**config.mk**
```make
export PLATFORM = sky130hd
export DESIGN_NAME = smsl_ctrl
export DESIGN_NICKNAME = d
export VERILOG_FILES = /design/src/hdl/smsl_pkg.sv /design/src/hdl/smsl_ctrl.sv
export SDC_FILE = /design/constraint.sdc
export NUM_CORES = 1
export LEC_CHECK = 0
export ABC_CLOCK_PERIOD_IN_PS = 4940
export CAP_MARGIN = 10
export CORE_ASPECT_RATIO = 2
export CORE_MARGIN = 4
export CORE_UTILIZATION = 40
export DETAILED_ROUTE_END_ITERATION = 16
export DONT_BUFFER_PORTS = 1
export PLACE_DENSITY = 0.59
export SETUP_SLACK_MARGIN = 0.3
export SLEW_MARGIN = 20
export SYNTH_ARGS = -nofsm -noshare
export SYNTH_HDL_FRONTEND = slang
export SYNTH_SLANG_ARGS = --single-unit
```
**constraint.sdc**
```tcl
create_clock -name clk -period 4.94 [get_ports clk]
set_clock_uncertainty 0.2 [all_clocks]
set_input_delay 0.494 -clock clk [delete_from_list [all_inputs] [get_ports clk]]
set_output_delay 0.494 -clock clk [all_outputs]
set_load 0.02 [all_outputs]
```
**src/hdl/smsl_pkg.sv**
```systemverilog
package smsl_pkg;

	// data word widths
	localparam int DW = 48;           // clamped intermediate, signed
	localparam int MW = 47;           // magnitude of a clamped intermediate
	localparam int HW = 24;           // multiplier half width
	localparam int AW = 2 * DW - 2;   // multiply accumulator (94 bits)
	localparam int CW = 34;           // CORDIC x, y, z (Q2.30 plus guard)
	localparam int QW = 64;           // divider dividend / quotient
	localparam int TW = 18;           // heading angle
	localparam int RW = 36;           // angle derivative product

	typedef logic signed [DW-1:0] data_t;

	localparam data_t WIDE_MAX = 48'sh7FFF_FFFF_FFFF;
	localparam logic signed [TW-1:0] ANGLE_LIMIT = 18'sd102943;

	// Q16.16 constants
	localparam data_t C_ONE   = 48'sd65536;
	localparam data_t C_ALPHA = 48'sd6332287;
	localparam data_t C_BETA1 = 48'sd16510;
	localparam data_t C_BETA2 = 48'sd1403;
	localparam data_t C_MB    = 48'sd2310;
	localparam data_t C_B     = 48'sd1966;
	localparam data_t C_L     = 48'sd4456;
	localparam data_t C_GAIN  = 48'sd15378409;

	// CORDIC
	localparam int CORDIC_STEPS = 16;
	localparam int CORDIC_N = (CORDIC_STEPS < 32) ? CORDIC_STEPS : 32;
	localparam logic [29:0] ATAN_TABLE [32] = '{
		30'd843314857, 30'd497837829, 30'd263043837, 30'd133525159, 30'd67021687,
		30'd33543516, 30'd16775851, 30'd8388437, 30'd4194283, 30'd2097149,
		30'd1048576, 30'd524288, 30'd262144, 30'd131072, 30'd65536, 30'd32768,
		30'd16384, 30'd8192, 30'd4096, 30'd2048, 30'd1024, 30'd512, 30'd256,
		30'd128, 30'd64, 30'd32, 30'd16, 30'd8, 30'd4, 30'd2, 30'd1, 30'd0};

	localparam int DIV_STEPS = 64;
	localparam int MUL_PARTS = 4;

	// configuration register indexes
	typedef logic [0:0] cfg_idx_t;
	localparam cfg_idx_t REG_SWITCH_GAIN  = 1'd0;
	localparam cfg_idx_t REG_RATE_INVERSE = 1'd1;

	// operand sources
	typedef enum logic [4:0] {
		SRC_R0, SRC_R1, SRC_R2, SRC_R3, SRC_R4,
		SRC_V, SRC_W, SRC_D, SRC_DD, SRC_THD, SRC_T, SRC_KN,
		SRC_ONE, SRC_ALPHA, SRC_BETA1, SRC_BETA2, SRC_MB, SRC_B, SRC_L, SRC_GAIN
	} src_t;

	typedef enum logic [2:0] {DST_R0, DST_R1, DST_R2, DST_R3, DST_R4} dst_t;

	typedef enum logic [1:0] {OP_ADD, OP_SUB, OP_MUL} op_kind_t;

	typedef struct packed {
		op_kind_t kind;
		src_t     a;
		src_t     b;
		dst_t     dst;
	} prog_op_t;

	// steering law program: R0 num, R1 den, R2 den*G at the end
	localparam int PROG_LEN = 27;
	localparam prog_op_t PROGRAM [PROG_LEN] = '{
		'{OP_MUL, SRC_W,     SRC_T,     DST_R0},
		'{OP_ADD, SRC_ONE,   SRC_R0,    DST_R0},
		'{OP_MUL, SRC_R0,    SRC_DD,    DST_R0},
		'{OP_MUL, SRC_D,     SRC_T,     DST_R1},
		'{OP_SUB, SRC_R1,    SRC_L,     DST_R1},
		'{OP_MUL, SRC_MB,    SRC_W,     DST_R2},
		'{OP_MUL, SRC_R2,    SRC_V,     DST_R2},
		'{OP_MUL, SRC_BETA2, SRC_W,     DST_R3},
		'{OP_SUB, SRC_R2,    SRC_R3,    DST_R2},
		'{OP_MUL, SRC_R1,    SRC_R2,    DST_R2},
		'{OP_MUL, SRC_ALPHA, SRC_R2,    DST_R2},
		'{OP_ADD, SRC_R0,    SRC_R2,    DST_R0},
		'{OP_MUL, SRC_T,     SRC_T,     DST_R2},
		'{OP_ADD, SRC_ONE,   SRC_R2,    DST_R2},
		'{OP_MUL, SRC_W,     SRC_D,     DST_R3},
		'{OP_SUB, SRC_V,     SRC_R3,    DST_R3},
		'{OP_MUL, SRC_THD,   SRC_R3,    DST_R3},
		'{OP_MUL, SRC_R2,    SRC_R3,    DST_R2},
		'{OP_MUL, SRC_BETA1, SRC_V,     DST_R3},
		'{OP_MUL, SRC_W,     SRC_W,     DST_R4},
		'{OP_MUL, SRC_B,     SRC_R4,    DST_R4},
		'{OP_ADD, SRC_R3,    SRC_R4,    DST_R3},
		'{OP_MUL, SRC_T,     SRC_R3,    DST_R3},
		'{OP_SUB, SRC_R2,    SRC_R3,    DST_R2},
		'{OP_SUB, SRC_R0,    SRC_R2,    DST_R0},
		'{OP_SUB, SRC_KN,    SRC_R0,    DST_R0},
		'{OP_MUL, SRC_R1,    SRC_GAIN,  DST_R2}};

	// datapath commands
	typedef enum logic [3:0] {
		CMD_NONE, CMD_CAPTURE, CMD_INIT, CMD_CORDIC, CMD_DIV_LOAD_TAN, CMD_DIV_STEP,
		CMD_TAN_SET, CMD_ALU, CMD_MUL_LATCH, CMD_MUL_PART, CMD_MUL_WB,
		CMD_DIV_LOAD_FIN, CMD_FINISH
	} cmd_kind_t;

	typedef struct packed {
		cmd_kind_t  kind;
		logic [5:0] cnt;
		prog_op_t   op;
	} cmd_t;

	typedef struct packed {
		logic out_busy;
	} status_t;

	typedef enum logic [3:0] {
		ST_IDLE, ST_INIT, ST_CORDIC, ST_TDIV_LOAD, ST_TDIV, ST_TAN, ST_OP, ST_MUL,
		ST_MUL_WB, ST_FDIV_LOAD, ST_FDIV, ST_FIN
	} state_t;

endpackage

```
**src/hdl/smsl_ctrl.sv**
```systemverilog
module smsl_ctrl (
	input  logic             clk,
	input  logic             arst_n,
	input  logic             in_valid,
	output logic             in_ready,
	input  smsl_pkg::status_t status,
	output smsl_pkg::cmd_t   cmd
);
	import smsl_pkg::*;

	state_t     state_q, state_d;
	logic [5:0] cnt_q, cnt_d;
	logic [4:0] pc_q, pc_d;
	prog_op_t   op;

	assign op = PROGRAM[pc_q];

	// state, step counter and program counter
	always_ff @(posedge clk or negedge arst_n) begin
		if (!arst_n) begin
			state_q <= ST_IDLE;
			cnt_q   <= '0;
			pc_q    <= '0;
		end else begin
			state_q <= state_d;
			cnt_q   <= cnt_d;
			pc_q    <= pc_d;
		end
	end

	// next state and datapath commands
	always_comb begin
		state_d  = state_q;
		cnt_d    = cnt_q;
		pc_d     = pc_q;
		in_ready = 1'b0;
		cmd.kind = CMD_NONE;
		cmd.cnt  = cnt_q;
		cmd.op   = op;
		unique case (state_q)
			ST_IDLE: begin
				in_ready = 1'b1;
				if (in_valid) begin
					cmd.kind = CMD_CAPTURE;
					state_d  = ST_INIT;
				end
			end
			ST_INIT: begin
				cmd.kind = CMD_INIT;
				cnt_d    = '0;
				state_d  = ST_CORDIC;
			end
			ST_CORDIC: begin
				cmd.kind = CMD_CORDIC;
				cnt_d    = cnt_q + 6'd1;
				if (cnt_q == 6'(CORDIC_N - 1)) state_d = ST_TDIV_LOAD;
			end
			ST_TDIV_LOAD: begin
				cmd.kind = CMD_DIV_LOAD_TAN;
				cnt_d    = '0;
				state_d  = ST_TDIV;
			end
			ST_TDIV: begin
				cmd.kind = CMD_DIV_STEP;
				cnt_d    = cnt_q + 6'd1;
				if (cnt_q == 6'(DIV_STEPS - 1)) state_d = ST_TAN;
			end
			ST_TAN: begin
				cmd.kind = CMD_TAN_SET;
				pc_d     = '0;
				state_d  = ST_OP;
			end
			ST_OP: begin
				if (op.kind == OP_MUL) begin
					cmd.kind = CMD_MUL_LATCH;
					cnt_d    = '0;
					state_d  = ST_MUL;
				end else begin
					cmd.kind = CMD_ALU;
					pc_d     = pc_q + 5'd1;
					if (pc_q == 5'(PROG_LEN - 1)) state_d = ST_FDIV_LOAD;
				end
			end
			ST_MUL: begin
				cmd.kind = CMD_MUL_PART;
				cnt_d    = cnt_q + 6'd1;
				if (cnt_q == 6'(MUL_PARTS - 1)) state_d = ST_MUL_WB;
			end
			ST_MUL_WB: begin
				cmd.kind = CMD_MUL_WB;
				pc_d     = pc_q + 5'd1;
				state_d  = (pc_q == 5'(PROG_LEN - 1)) ? ST_FDIV_LOAD : ST_OP;
			end
			ST_FDIV_LOAD: begin
				cmd.kind = CMD_DIV_LOAD_FIN;
				cnt_d    = '0;
				state_d  = ST_FDIV;
			end
			ST_FDIV: begin
				cmd.kind = CMD_DIV_STEP;
				cnt_d    = cnt_q + 6'd1;
				if (cnt_q == 6'(DIV_STEPS - 1)) state_d = ST_FIN;
			end
			ST_FIN: begin
				// wait for the output register to free up
				if (!status.out_busy) begin
					cmd.kind = CMD_FINISH;
					state_d  = ST_IDLE;
				end
			end
			default: state_d = ST_IDLE;
		endcase
	end

endmodule

```
==> results.toml, run 1 <==
[worst_setup_path]
worstPathRequired_ps = 4250
ff2ff_setup_slack_ps = 1890
crit_slowest_cell = "dfrtp_1"
r2r-end = "state_q[3]$_DFFE_PN0P_"
cp_slowest_stage_delay_ps = 630
startpoint_type = "register"
crit_type = "register to output port"
cp-end-kind = "output port"
cp_cell_sequence = "inv_1, ha_1, nor2b_1, o211a_1, o311ai_4, o21ai_1, a222oi_1"
reg2reg_from = "pc_q[1]$_DFFE_PN0P_"
cp.arrival_ps = 3150
cp_top_family = "compound AO/OA/AOI/OAI gates"
reg2regPathDepth = 7
crit_path_max_fanout = 15
crit_buf_inv = 1

[global_routing]
antenna_found_initial = 0
grt.total_usage_pct = 18.4
grt_pass1_vias = 1792
grt_max_degree = 27
grt_pass1_wl_um = 8830
grt-ovfl-total = 0

[place]
dp_hpwl_um = 4120
place_congestion = 0.886
port_buffers = 0

[die]
die-area_mm2 = 0.00596
core-area_mm2 = 0.00460
die_w_um = 56.6
num_io_pins = 30
num_rows = 35
die_h_um = 105
floorplan.initialDensity_pct = 41.2

[detailed_routing]
drtAntennaViolNets = 0
wire_per_inst_um = 18.2
wirelength_um = 5370
drc = 0
num_vias = 1832
dr.pass1.iters = 4
initialDrtViolationCount = 95
viasPerCell = 6.19

[yosys]
synth_xor_area_share_pct = 0.463
yosysTopAreaCell = "dfrtp_1"
synth-edff-count = 0
ys_ff_latch = 15
synthSimpleGateAreaFrac_pct = 25.7
syn_avg_cell_area_um2 = 7.54
synth_top_family_by_area = "compound AO/OA/AOI/OAI gates"
yosysWarnings = 0
yosys_most_used_dff = "dfrtp_1"
yosysMostFrequentCell = "nand2_1"
synth_cell_types = 66
synth_compound_area_share_pct = 34.1
synthTopCellsByCount = "31 x nand2_1, 22 x a21oi_1, 21 x nor2_1, 20 x o21ai_0, 15 x dfrtp_1"
syn_nets = 265
synthAdderAreaFrac_pct = 7.14
ys_async_sr_fraction_pct = 100
synth_area_leaders = "dfrtp_1 20%, ha_1 6.6%, nand2_1 6.1%, a21oi_1 5.8%, o21ai_0 5.3%"
synth_area_mm2 = 0.00189
synth_top_area_share_pct = 19.8
syn_inst = 251
yosys-mux-area-fraction_pct = 6.08
yosysSeqAreaShare_pct = 19.8

[run_status]
status = "completed"

[clock_tree]
clock-sinks = 15
cts_tree = "done"
clock_latency_ps = 250
clockBufferDepth = 2
post_cts_buffers = 0
path_clk_slew_ps = 70
cts_root_buffer = "clkbuf_8"
htreeDepth = 1
cts_inserted_buffers = 3

[sta]
rsz0062_at_grt = "false"
report.final.hold_viol_count = 0
setup_violations = 0
slew_headroom_pct = 41.4
tightestPinTransition_ps = 870
max_freq_ghz = 0.260
finalCriticalPeriod_ps = 3850
fin_crit_sh_pct = 77.9
hold_slack_ps = 485
slew_viol_final = 0
setup_tns_ps = 0

[final_layout]
n_antenna_cell = 0
syn_to_final_growth_pct = 3.64
fillers = 494
drive_above_1_share_pct = 9.13
final_nets = 256

[hold_path]
hold_path.class = "register to register"
hold_depth = 1
min_to = "cnt_q[0]$_DFFE_PN0P_"
min_from = "cnt_q[0]$_DFFE_PN0P_"

[power_and_ir_drop]
p_per_area_mw_per_mm2 = 728
p_total_mw = 1.43
peakVddDrop_uv = 357
leakagePower_nw = 0.778

[flow_run]
cap_violations = 0
[report_power, final]
group | internal (mW) | total [mW] | switching, mW | leakage [nW]
sequential | 0.163 | 0.334 | 0.171 | 0.195
clock | 0.0567 | 0.103 | 0.0464 | 0.0217
combinational | 0.384 | 0.991 | 0.607 | 0.561
[metrics by stage]
step	area, um^2	setup WS, ps	utilization [%]	std cells
floorplan	1890	1740	-	251
global placement	1900	1430	41.4	291
detailed placement	1900	1380	41.4	291
CTS	1960	1080	42.7	296
global route	1960	889	42.7	296
finish	1960	1090	42.7	296
[layout make-up]
type                            instances  area [um^2]  area share (%)
Sequential cell                        15          375            19.1
Clock inverter                          1         7.51           0.383
Inverter                               12         45.0            2.30
Tap cell                               55         68.8            3.51
Multi-Input combinational cell        206         1390            70.9
Timing Repair Buffer                    4         32.5            1.66
Clock buffer                            3         41.3            2.10
[layout by cell type, fill, tap and decap left out, drive strengths merged, types with 2 or more instances in the layout]
cell type,netlist,routed
a211oi,3,3
a21o,5,5
a21oi,22,22
a311oi,2,2
a31oi,6,6
and2,3,3
and3,3,3
buf,4,3
clkbuf,14,3
dfrtp,15,15
ha,10,10
inv,12,12
mux2,4,4
mux2i,4,4
nand2,31,31
nand2b,10,10
nand3,7,7
nand3b,2,2
nand4,2,2
nor2,21,21
nor2b,7,7
nor3,3,3
o211ai,3,3
o21ai,23,23
o22ai,3,3
o311a,2,2
o311ai,3,3
[cells by family (layout without fill, tap and decap cells)]
logic type | count (synthesis) | after routing
flip-flops | 15 | 15
AO/OA/AOI/OAI | 88 | 88
buffers and inverters | 30 | 20
AND/OR/NAND/NOR | 97 | 97
multiplexers | 9 | 9
adder cells (fa/ha/maj) | 11 | 11
XOR/XNOR | 1 | 1
[flip-flops by register name, summed over array words and instances, names as in the netlist]
signal	count
pc_q	5
state_q	4
cnt_q	6
[routing by layer]
layer	track usage, %	wire length [um]	up-vias
met2	35.7	3140	47
met3	1.84	162	12
met1	18.8	1900	871
met5	0	0	-
met4	8.32	165	0
li1	-	-	902
[timing repair]
action,in CTS,in global routing
hold endpoints to repair,15,0
hold buffers,1,0
gates resized for setup,0,0
[worst max path at each step]
stage | startpoint | to | cells past startpoint
3_5_place_dp | pc_q[1]$_DFFE_PN0P_ | cmd[21] | 7
4_1_cts | pc_q[1]$_DFFE_PN0P_ | cmd[21] | 7
5_1_grt | pc_q[1]$_DFFE_PN0P_ | cmd[21] | 7
2_1_floorplan | pc_q[1]$_DFFE_PN0P_ | cmd[21] | 8
3_3_place_gp | pc_q[1]$_DFFE_PN0P_ | cmd[21] | 7
6_report | pc_q[1]$_DFFE_PN0P_ | cmd[21] | 7
No activity file was read; power rests on OpenSTA's default activity.
==> inputs of run 2 (changes only) <==
--- a/config.mk
+++ b/config.mk
@@ -5,14 +5,14 @@
 export SDC_FILE = /design/constraint.sdc
 export NUM_CORES = 1
 export LEC_CHECK = 0
-export ABC_CLOCK_PERIOD_IN_PS = 4940
+export ABC_CLOCK_PERIOD_IN_PS = 3100
 export CAP_MARGIN = 10
 export CORE_ASPECT_RATIO = 2
 export CORE_MARGIN = 4
 export CORE_UTILIZATION = 40
 export DETAILED_ROUTE_END_ITERATION = 16
 export DONT_BUFFER_PORTS = 1
-export PLACE_DENSITY = 0.59
+export PLACE_DENSITY = 0.61
 export SETUP_SLACK_MARGIN = 0.3
 export SLEW_MARGIN = 20
 export SYNTH_ARGS = -nofsm -noshare
==> constraint.sdc (replaced) <==
create_clock -name clk -period 3.1 [get_ports clk]
set_clock_uncertainty 0.2 [all_clocks]
set_input_delay 0.31 -clock clk [delete_from_list [all_inputs] [get_ports clk]]
set_output_delay 0.31 -clock clk [all_outputs]
set_load 0.02 [all_outputs]
==> results.toml, run 2 (same netlist as run 1, synthesis figures left out) <==
[run_status]
status = "completed"

[die]
die-area_mm2 = 0.00596
floorplan.initialDensity_pct = 41.2
die_h_um = 105
die_w_um = 56.6
num_rows = 35
num_io_pins = 30
core-area_mm2 = 0.00460

[power_and_ir_drop]
leakagePower_nw = 0.895
p_switching_mw = 1.44
intPower_mw = 1.20
swShare_pct = 54.7
power.share.sequential_pct = 18.6
p_per_area_mw_per_mm2 = 1170
pwr-share-comb_pct = 75.0
clockPowerShare_pct = 6.4
peakVddDrop_uv = 571

[global_routing]
grt-ovfl-total = 0
grt_pass1_wl_um = 9220
antenna_found_initial = 0
grt_max_degree = 25
grt.total_usage_pct = 19.3
grt_pass1_vias = 1885

[final_layout]
fillers = 463
n_antenna_cell = 0
seqCellArea_um2 = 378
layout_common_cells = "30 x nand2_1, 22 x a21oi_1, 21 x nor2_1, 21 x buf_4, 19 x o21ai_0"
largest_reg_flops = 6
multi_input_area_mm2 = 0.00151
final_nets = 277
drive_above_1_share_pct = 22.5
reg.largest.list = "cnt_q x6, pc_q x5, state_q x4"
final_cells = 317
final_common_cell = "nand2_1"
syn_to_final_growth_pct = 19.3
regMostFlops = "cnt_q"

[worst_setup_path]
crit_type = "register to output port"
worstPathRequired_ps = 2590
startpoint_type = "register"
ff2ff_setup_slack_ps = 470
cp_slowest_stage_delay_ps = 460
crit_slowest_cell = "dfrtp_2"
cp_cell_sequence = "buf_6, ha_4, nor4b_4, a211oi_4, o311ai_4, o21ai_2, a222oi_1, buf_4"
crit_path_max_fanout = 4
reg2regPathDepth = 8
cp.arrival_ps = 2250
cp-end-kind = "output port"

[flow_run]
cap_violations = 0

[sta]
report.final.hold_viol_count = 0
fin_crit_sh_pct = 89.1
max_freq_ghz = 0.362
slew_viol_final = 0
setup_violations = 0
tightestPinTransition_ps = 738
slew_headroom_pct = 50.4
finalCriticalPeriod_ps = 2760
rsz0062_at_grt = "true"
setup_tns_ps = 0
hold_slack_ps = 338

[detailed_routing]
viasPerCell = 6.10
drc = 0
initialDrtViolationCount = 78
wirelength_um = 5690
wire_per_inst_um = 17.9
dr.pass1.iters = 5
drtAntennaViolNets = 0
num_vias = 1934

[clock_tree]
path_clk_slew_ps = 70
clock-sinks = 15
cts_root_buffer = "clkbuf_8"
clockBufferDepth = 2
cts_inserted_buffers = 3
clock_latency_ps = 250
cts_tree = "done"
htreeDepth = 1

[place]
place_inst = 301
dp_hpwl_um = 4220
port_buffers = 0
place_congestion = 0.894

[hold_path]
hold_path.class = "input pin to async pin"
[run 2: changes by cell type in the layout (fill, tap and decap cells not counted), sizes merged]
cell    before  now
buf          3   24
clkinv       0    1
inv         12   11
[run 2: power by group through the flow]
| stage | Combinational, mW | Sequential, mW | Clock [mW] |
|---|---|---|---|
| floorplan | 1.49 | 0.366 | 0 |
| finish | 1.98 | 0.492 | 0.169 |
| detailed placement | 1.76 | 0.494 | 0 |
| global route | 2.15 | 0.513 | 0.181 |
| global placement | 1.75 | 0.491 | 0 |
| CTS | 1.86 | 0.480 | 0.172 |
[run 2: cell type report]
class | count | area share (%)
clock buffers | 3 | 1.83
clock inverters | 1 | 0.332
inverters | 12 | 2.33
multi-input cells | 206 | 66.8
flip-flops and latches | 15 | 16.7
well taps | 55 | 3.05
repair buffers | 25 | 8.92
[run 2: path summary, 6_finish.rpt]
path,startpoint,to
min in group clk,pc_q[1]$_DFFE_PN0P_,pc_q[1]$_DFFE_PN0P_
worst min-delay path,arst_n,cnt_q[2]$_DFFE_PN0P_
worst min register to register,pc_q[1]$_DFFE_PN0P_,pc_q[1]$_DFFE_PN0P_
worst max register to register,pc_q[1]$_DFFE_PN0P_,state_q[3]$_DFFE_PN0P_
max in group asynchronous,arst_n,pc_q[2]$_DFFE_PN0P_
worst max-delay path,pc_q[1]$_DFFE_PN0P_,cmd[21]
[run 2: critical path, delay by kind of cell (launching register included)]
family | cells | cell delay (ps)
simple gates | 1 | 320
fa+ha+maj | 1 | 170
compound gates | 4 | 690
flops | 1 | 460
buf+inv | 2 | 350
[run 2: stage by stage]
| stage | setup slack [ps] | power (mW) | utilization, % | instance area (um^2) |
|---|---|---|---|---|
| after global routing | 207 | 2.84 | 49.1 | 2260 |
| after global placement | 318 | 2.24 | 43.6 | 2000 |
| after detailed placement | 287 | 2.26 | 43.6 | 2000 |
| after CTS | 300 | 2.51 | 46.3 | 2130 |
| final | 338 | 2.64 | 49.1 | 2260 |
| after floorplan | 276 | 1.86 | - | 1930 |
[run 2: per-layer routing]
| metal | share of wire (%) | vias up | GRT usage [%] |
|---|---|---|---|
| met3 | 3.3 | 12 | 1.47 |
| met4 | 2.7 | 0 | 9.00 |
| met5 | 0 | - | 0 |
| met1 | 35 | 928 | 19.0 |
| met2 | 59 | 55 | 38.3 |
| li1 | - | 939 | - |
[run 2: timing repair]
action	in CTS	in global routing
hold buffers	1	0
pin swaps	3	9
cloned	0	0
buffers inserted	6	5
hold endpoints to repair	15	0
endpoints found under the setup margin	4	5
gates resized for setup	6	18
==> inputs of run 3 (changes only) <==
--- a/config.mk
+++ b/config.mk
@@ -13,6 +13,7 @@
 export DETAILED_ROUTE_END_ITERATION = 16
 export DONT_BUFFER_PORTS = 1
 export PLACE_DENSITY = 0.61
+export REMOVE_ABC_BUFFERS = 1
 export SETUP_SLACK_MARGIN = 0.3
 export SLEW_MARGIN = 20
 export SYNTH_ARGS = -nofsm -noshare
==> constraint.sdc (replaced) <==
create_clock -name clk -period 3.1 [get_ports clk]
set_clock_uncertainty 0.2 [all_clocks]
set_input_delay 0.31 -clock clk [delete_from_list [all_inputs] [get_ports clk]]
set_output_delay 0.31 -clock clk [all_outputs]
set_load 0.1 [all_outputs]
==> results.toml, run 3 (same netlist as run 1, synthesis figures left out) <==
[clock_tree]
path_clk_slew_ps = 70
clock_latency_ps = 250
htreeDepth = 1
cts_tree = "done"
cts_inserted_buffers = 3
clockBufferDepth = 2
cts_root_buffer = "clkbuf_8"
clock-sinks = 15

[worst_setup_path]
crit_type = "register to output port"
startpoint_type = "register"
crit_slowest_cell = "dfrtp_1"
reg2regPathDepth = 9
cp.arrival_ps = 2480
worstPathRequired_ps = 2590
cp_cell_sequence = "inv_2, ha_4, nor2b_4, o211a_1, o311ai_4, o21ai_1, a222oi_1, clkbuf_16"
cp_slowest_stage_delay_ps = 400
crit_path_max_fanout = 4
reg2reg_from = "pc_q[1]$_DFFE_PN0P_"
ff2ff_setup_slack_ps = 390
r2r-end = "state_q[3]$_DFFE_PN0P_"
cp-end-kind = "output port"

[global_routing]
grt_pass1_wl_um = 9980
antenna_found_initial = 0
grt.total_usage_pct = 21.0
grt-ovfl-total = 0
grt_pass1_vias = 2120
grt_max_degree = 25

[die]
core-area_mm2 = 0.00460
die_w_um = 56.6
floorplan.initialDensity_pct = 41.2
die-area_mm2 = 0.00596
die_h_um = 105
num_io_pins = 30
num_rows = 35

[final_layout]
regMostFlops = "cnt_q"
fin_area_mm2 = 0.00256
multi_input_area_mm2 = 0.00157
final_common_cell = "buf_4"
seqCellArea_um2 = 379
fin_util_pct = 55.7
drive_above_1_share_pct = 33.5
reg.largest.list = "cnt_q x6, pc_q x5, state_q x4"
n_antenna_cell = 0
fillers = 432
final_nets = 299
largest_reg_flops = 6
layout_common_cells = "37 x buf_4, 29 x nand2_1, 20 x nor2_1"
syn_to_final_growth_pct = 35.4

[detailed_routing]
num_vias = 2091
initialDrtViolationCount = 72
viasPerCell = 6.17
drtAntennaViolNets = 0
wire_per_inst_um = 18.5
drc = 0
dr.pass1.iters = 4
wirelength_um = 6290

[sta]
slew_viol_final = 0
finalCriticalPeriod_ps = 2990
rsz0062_at_grt = "true"
setup_tns_ps = 0
fin_crit_sh_pct = 96.5
hold_slack_ps = 345
setup_violations = 0
max_freq_ghz = 0.334
report.final.hold_viol_count = 0
slew_headroom_pct = 52.7
tightestPinTransition_ps = 708

[place]
dp_hpwl_um = 4650
placedInstanceArea_mm2 = 0.00232
place_congestion = 0.921
port_buffers = 0

[hold_path]
hold_path.class = "input pin to async pin"

[run_status]
status = "completed"

[flow_run]
cap_violations = 0
## run 3: changes by cell type in the layout (fill, tap and decap cells not counted), sizes merged
cell      previous run  this run
buf                 24        43
clkbuf               3         6
clkinvlp             1         0
inv                 11        12
## run 3: cell type report
cell class / count / area share (%)
multi-input combinational: 206 / 61.1
clock buffer: 3 / 1.61
timing repair buffer: 47 / 17.8
inverter: 12 / 1.76
sequential: 15 / 14.8
tap: 55 / 2.69
clock inverter: 1 / 0.195
## run 3: what timing repair did
item                       in CTS  in global routing
hold endpoints to repair       15                  0
resized for setup              14                 12
setup endpoints to repair       4                  8
pin swaps                      10                  8
hold buffers                    1                  0
setup buffers                   7                  3
## run 3: worst max-delay path by stage
stage / startpoint / end / slack (ps) / cells past startpoint
after floorplan: pc_q[1]$_DFFE_PN0P_ / cmd[21] / -1670 / 7
after global placement: pc_q[0]$_DFFE_PN0P_ / cmd[21] / 200 / 8
after detailed placement: pc_q[0]$_DFFE_PN0P_ / cmd[21] / 190 / 8
after CTS: pc_q[1]$_DFFE_PN0P_ / cmd[21] / 120 / 8
after global routing: pc_q[1]$_DFFE_PN0P_ / cmd[21] / 50 / 8
final: pc_q[1]$_DFFE_PN0P_ / cmd[21] / 110 / 8
## run 3: through the flow
| step | setup WS, ps | cells |
|---|---|---|
| after floorplan | -1670 | 233 |
| after global placement | 204 | 324 |
| after detailed placement | 187 | 324 |
| after CTS | 116 | 336 |
| after global routing | 53.6 | 339 |
| final | 109 | 339 |
## run 3: per-layer routing
| layer | up-vias | global-route usage (%) | part of all wire [%] |
|---|---|---|---|
| met5 | - | 0 | 0 |
| met4 | 0 | 12.9 | 7.0 |
| met3 | 31 | 2.45 | 3.9 |
| met2 | 81 | 41.4 | 57 |
| met1 | 994 | 19.1 | 32 |
| li1 | 985 | - | - |
## run 3: worst max-delay path, delay by kind of cell (launching register included)
family	cells	cell delay [ps]
buffers and inverters	2	420
adder cells (fa/ha/maj)	1	220
flip-flops	1	400
AO/OA/AOI/OAI	4	1070
AND/OR/NAND/NOR	1	120
Power of run 3 is left out: the tool's default activity adds up to more than one toggle a clock period on the data nets, which glitch-free logic cannot reach.
